===== config.mk =====
export PLATFORM = sky130hd
export DESIGN_NAME = pid_csr
export DESIGN_NICKNAME = d
export VERILOG_FILES = /design/src/design/pid_pkg.sv /design/src/design/pid_csr.sv
export SDC_FILE = /design/constraint.sdc
export NUM_CORES = 1
export LEC_CHECK = 0
export BUFFER_PORTS_ARGS = -buffer_cell sky130_fd_sc_hd__buf_4
export CORE_MARGIN = 5
export CORE_UTILIZATION = 46
export DETAILED_ROUTE_END_ITERATION = 10
export GPL_ROUTABILITY_DRIVEN = 0
export GPL_TIMING_DRIVEN = 0
export PLACE_DENSITY = 0.73
export SLEW_MARGIN = 30
export SYNTH_ARGS = -nofsm -noshare
export SYNTH_HDL_FRONTEND = slang
export SYNTH_SLANG_ARGS = --single-unit

===== constraint.sdc =====
create_clock -name clock -period 2.9 [get_ports clock]
set_input_delay 0.145 -clock clock [delete_from_list [all_inputs] [get_ports clock]]
set_output_delay 0.145 -clock clock [all_outputs]
set_load 0.005 [all_outputs]

===== src/design/pid_pkg.sv =====
`default_nettype none

package pid_pkg;

   localparam int GAIN_W  = 32;
   localparam int ALPHA_W = 16;
   localparam int VAL_W   = 24;
   localparam int ERR_W   = 25;
   localparam int SUM_W   = 40;
   localparam int DER_W   = 48;
   localparam int DRV_W   = 18;
   localparam int PROD_W  = 73;
   localparam int TERM_W  = 52;
   localparam int U_W     = 54;
   localparam int FRAC_W  = 16;
   localparam int IDX_W   = 3;
   localparam int DATA_W  = 32;

   localparam logic LOOP_MANUAL = 1'b0;
   localparam logic LOOP_AUTO   = 1'b1;

   localparam logic signed [TERM_W-1:0] TERM_MAX  = 52'sh4_0000_0000_0000;
   localparam logic signed [TERM_W-1:0] TERM_MIN  = -TERM_MAX;
   localparam logic signed [SUM_W-1:0]  SUM_MAX   = {1'b0, {(SUM_W-1){1'b1}}};
   localparam logic signed [SUM_W-1:0]  SUM_MIN   = {1'b1, {(SUM_W-1){1'b0}}};
   localparam logic signed [DER_W-1:0]  DER_MAX   = {1'b0, {(DER_W-1){1'b1}}};
   localparam logic signed [DER_W-1:0]  DER_MIN   = {1'b1, {(DER_W-1){1'b0}}};
   localparam logic signed [DRV_W-1:0]  DRIVE_MAX = 18'sd65536;
   localparam logic signed [DRV_W-1:0]  DRIVE_MIN = -18'sd65536;
   localparam logic signed [VAL_W-1:0]  SETPOINT_RESET = 24'sd65536;

   typedef enum logic [IDX_W-1:0] {
      REG_KP_GAIN,
      REG_KI_STEP,
      REG_KD_STEP,
      REG_FILTER_ALPHA,
      REG_SETPOINT,
      REG_LOOP_MODE
   } pid_reg_type;

   typedef struct packed {
      logic [GAIN_W-1:0]  kp_gain;
      logic [GAIN_W-1:0]  ki_step;
      logic [GAIN_W-1:0]  kd_step;
      logic [ALPHA_W-1:0] filter_alpha;
      logic [VAL_W-1:0]   setpoint;
      logic               loop_mode;
   } pid_cfg_type;

   typedef struct packed {
      logic [DRV_W-1:0] drive;
      logic             clamped;
   } pid_result_type;

   // floor(product / 2^16), limited to +/-2^50
   function automatic logic signed [TERM_W-1:0] q16_term(input logic signed [PROD_W-1:0] p);
      logic signed [PROD_W-FRAC_W-1:0] q;
      q = p[PROD_W-1:FRAC_W];
      if (q > TERM_MAX) begin
         return TERM_MAX;
      end else if (q < TERM_MIN) begin
         return TERM_MIN;
      end
      return $signed(q[TERM_W-1:0]);
   endfunction

   function automatic logic signed [SUM_W-1:0] sat_sum(input logic signed [SUM_W:0] v);
      if (v > SUM_MAX) begin
         return SUM_MAX;
      end else if (v < SUM_MIN) begin
         return SUM_MIN;
      end
      return $signed(v[SUM_W-1:0]);
   endfunction

   function automatic logic signed [DER_W-1:0] sat_der(input logic signed [TERM_W:0] v);
      if (v > DER_MAX) begin
         return DER_MAX;
      end else if (v < DER_MIN) begin
         return DER_MIN;
      end
      return $signed(v[DER_W-1:0]);
   endfunction

endpackage

`default_nettype wire


===== src/design/pid_csr.sv =====
`default_nettype none

module pid_csr
   import pid_pkg::*;
(
   input  wire logic              clock,
   input  wire logic              reset,
   input  wire logic              csr_wen,
   input  wire logic [IDX_W-1:0]  csr_index,
   input  wire logic [DATA_W-1:0] csr_wdata,
   output pid_cfg_type            cfg,
   output logic                   clear_state
);

   pid_cfg_type cfg_ff;
   pid_cfg_type cfg_in;

   always_comb begin
      cfg_in = cfg_ff;
      if (csr_wen) begin
         case (csr_index)
            REG_KP_GAIN:      cfg_in.kp_gain      = csr_wdata;
            REG_KI_STEP:      cfg_in.ki_step      = csr_wdata;
            REG_KD_STEP:      cfg_in.kd_step      = csr_wdata;
            REG_FILTER_ALPHA: cfg_in.filter_alpha = csr_wdata[ALPHA_W-1:0];
            REG_SETPOINT:     cfg_in.setpoint     = csr_wdata[VAL_W-1:0];
            REG_LOOP_MODE:    cfg_in.loop_mode    = csr_wdata[0];
            default:          cfg_in = cfg_ff;
         endcase
      end
   end

   always_ff @(posedge clock) begin
      if (reset) begin
         cfg_ff.kp_gain      <= '0;
         cfg_ff.ki_step      <= '0;
         cfg_ff.kd_step      <= '0;
         cfg_ff.filter_alpha <= '0;
         cfg_ff.setpoint     <= SETPOINT_RESET;
         cfg_ff.loop_mode    <= LOOP_MANUAL;
      end else begin
         cfg_ff <= cfg_in;
      end
   end

   assign cfg         = cfg_ff;
   assign clear_state = csr_wen && (csr_index == REG_LOOP_MODE) && (csr_wdata[0] == LOOP_MANUAL);

endmodule

`default_nettype wire


==> Word-level counts from Yosys, hierarchy flattened <==
Cells that the tools add are included.
{ "word_totals": {"ff_bits": 137, "out_inout_bits": 138} }
{ "op_classes": {"reduce_logical": 9, "n_eq_ne": 5, "bitwise": 1} }
{ "op_table": {"columns": ["operator", "n"], "rows": [
  ["$reduce_and A2 Y1", 6],
  ["$eq A3 B2 Y1 const B", 2],
  ["$eq A3 B3 Y1 const B", 2],
  ["$eq A3 B1 Y1 const B", 1],
  ["$logic_not A3 Y1", 1],
  ["$logic_and A1 B1 Y1", 2],
  ["$not A1 Y1", 1]
]} }

==> Depth between registers and ports, before layout <==
{ "depth": {"depth_word": 3, "depth_mapped": 5} }

==> Worst setup path after synthesis <==
Ideal clock, no wire load.
{ "synth_path": {"path_type": "input to register", "start": "in csr_index[2]", "end": "reg cfg_ff, in the netlist cfg[126]", "path_buffers": 2, "required_time_ps": 2779, "setup_slack_ps": 1712, "t_arrival_ps": 1067, "path_stages": 4, "setup_time_ps": 121, "path_cell_list": "or4b_1 > buf_6 > buf_12 > mux2i_1"} }
{ "synth_via": {"elab_chain_len": 2} }
{ "synth_lines": {"columns": ["item", "line", "rtl"], "rows": [
  ["start, declared", "pid_csr.sv:9", "input wire logic [IDX_W-1:0] csr_index,"],
  ["$logic_not A3 Y1", "pid_csr.sv:21", "case (csr_index)"],
  ["$reduce_and A2 Y1 (no source line)", null, null],
  ["end signal, assigned", "pid_csr.sv:42", "cfg_ff <= cfg_in;"],
  ["end, declared", "pid_csr.sv:15", "pid_cfg_type cfg_ff;"]
]} }
No other way between the ends.
A chain may end at the register's enable or synchronous reset.

==> out/summary.txt <==
status = completed
post-CTS setup buffer count = 0
Num CTS Buffers = 17
CTS tree = yes
Setup Total Neg Slack = 0 ns
first-pass iteration count of the detailed router = 4
CTS max path bufs = 2
clk slew on worst S/H paths = 0.06 ns
DR vias = 4122
root buf cell = clkbuf_16
Antenna diodes = 0
DRT iter0 DRCs = 248
fin crit period = 1.232 ns
Power Density = 610.3 nW/um^2
switch share = 0.2090
Layout Nets = 720
#FFs+latches synth = 137
initial antenna violation count = 0
Crit path required time = 3.19 ns
core area = 11520 um^2
die width = 118.8 um
Final Hold Vio Count = 0
HPWL Detailed = 11060 um
global-route wire length before repair = 23690 um
sequential share of the synthesized area = 0.5041
mean routed wirelength per cell = 17.73 um
Routed WL = 14840 um
CP endpoint kind = flip-flop
Clk Latency, worst-skew pair = 0.40 ns
Net Switching = 0.9662 mW
critical path fanouts, max = 10
# IOs = 176
Startpoint Class = primary input
cts hold-fix bufs = 0
main area contributors after synthesis = dfxtp_1, mux2i_1, nand2b_1
I/O Buffers = 174
All-Layer GR Usage = 0.2113
post-synthesis cell count = 489
critical path type = in2reg
average cell area after synthesis = 11.13 um^2
combinational power share = 0.068
max cap viols = 0
Pint = 3.658 mW
Sink Count = 137
Peak VDD IR = 0.4111 mV
setup violators final = 0
PostCTS Resize Cnt = 0
RSZ-0062 raised after global routing = false
Critical Path AT = 1.52 ns
RR Startpoint = cfg[30]
remaining global-route overflow = 0
Max Clk Rate = 811.7 MHz
Area Growth Syn to Fin = 39.26%
die height = 118.8 um
hold_sp = csr_wdata[16]
vias in the first global route = 4379
Critical Path Start = reset
worst slew pin tran = 0.5080 ns
DR vias/cell = 4.925
max reg flops = 137
Ys Warns = 0
Hold Crit Class = in2reg
share of layout cells above drive strength 1 = 0.3199
relative slew slack = 0.6614
pin count of the biggest net entering global routing = 17
dominant cell type by area after synthesis = dfxtp_1
sequential power share = 0.422
# rows = 39
drc violations = 0
Clock Power Share = 0.510
post-synth top area share = 0.5041
filler cell count = 919
Net Count, Synth = 527
H-Tree Level Count = 4
Mapped Area = 5440 um^2
Netlist cell types = 14
total chip power = 4.624 mW
antenna-violating nets left = 0
Initial Util = 0.4724
clk_skew = 0 ns
Tcrit/Tclk final = 0.4248
leakage power = 3.777 nW
Slew Limit Fails = 0
die area = 14100 um^2
==> kinds of logic after synthesis <==
| logic type | after synthesis | synth area share |
|---|---|---|
| and+or+nand+nor | 179 | 0.2104 |
| muxes | 137 | 0.2521 |
| DFF | 137 | 0.5041 |
| buffers and inverters | 36 | 0.03335 |
==> Yosys cell counts <==
cell	count
buf_12	1
nand4b_1	2
buf_2	12
buf_4	2
nor2_1	3
and4bb_2	1
nand2b_1	168
clkbuf_1	20
buf_6	1
or4b_1	1
nor4b_1	1
mux2i_1	137
nand4bb_1	3
dfxtp_1	137
==> layer usage <==
layer / share of wire / global-route usage
met1: 0.43 / 0.2590
met3: 0.082 / 0.08548
met2: 0.48 / 0.3453
met4: 0.0082 / 0.05720
met5: 0 / 0
==> placed cells by master (no fill, tap or decap), types with 2 or more instances in the layout <==
| cell type | Yosys | final |
|---|---|---|
| nand2b_1 | 168 | 168 |
| nand4bb_1 | 3 | 3 |
| bufinv_16 | 0 | 5 |
| nor2_1 | 3 | 3 |
| clkbuf_1 | 20 | 20 |
| clkbuf_8 | 0 | 2 |
| clkbuf_16 | 0 | 17 |
| clkinvlp_4 | 0 | 2 |
| clkinv_4 | 0 | 2 |
| buf_2 | 12 | 12 |
| buf_4 | 2 | 176 |
| dfxtp_1 | 137 | 137 |
| mux2i_1 | 137 | 137 |
| nand4b_1 | 2 | 2 |
| clkinv_2 | 0 | 3 |
==> power by group through the flow <==
stage | logic [mW] | registers, mW | clock network [mW]
detailed placement | 0.319 | 1.99 | 0
CTS | 0.320 | 1.95 | 2.40
global placement | 0.311 | 1.99 | 0
finish | 0.314 | 1.95 | 2.36
floorplan | 0.155 | 1.99 | 0
global route | 0.342 | 1.95 | 2.49
==> through the flow <==
stage	utilization	std cells	area, um^2	worst slack (ns)	hold slack [ns]
4_1_cts	0.6579	837	7576	1.661	0.01711
5_1_grt	0.6579	837	7576	1.533	0.05279
6_report	0.6579	837	7576	1.668	0.03193
2_1_floorplan	-	489	5440	1.712	0.3062
3_3_place_gp	0.6014	806	6925	1.276	0.4150
3_5_place_dp	0.6014	806	6925	1.235	0.4577
==> layout make-up <==
cell class / count / area [um^2] / share of cell area
multi-input combinational: 316 / 2516 / 0.3321
sequential: 137 / 2743 / 0.3620
tap: 143 / 178.9 / 0.02362
buffer: 36 / 181.4 / 0.02395
timing repair buffer: 174 / 1306 / 0.1724
clock inverter: 12 / 197.7 / 0.02609
clock buffer: 19 / 452.9 / 0.05979
==> critical path, cell delays in order <==
cell      delay [ns]
clkbuf_1        0.27
clkbuf_1        0.40
clkbuf_1        0.44
nand2b_1        0.19
mux2i_1         0.07
==> path summary, 6_finish.rpt <==
check	end	slack (ns)	cells past startpoint
setup / recovery	cfg[64]	1.67	5
hold / removal	cfg[17]	0.03	3
setup reg to reg	cfg[30]	2.25	2
hold reg to reg	cfg[90]	0.48	2
No activity file was read; power rests on OpenSTA's default activity.
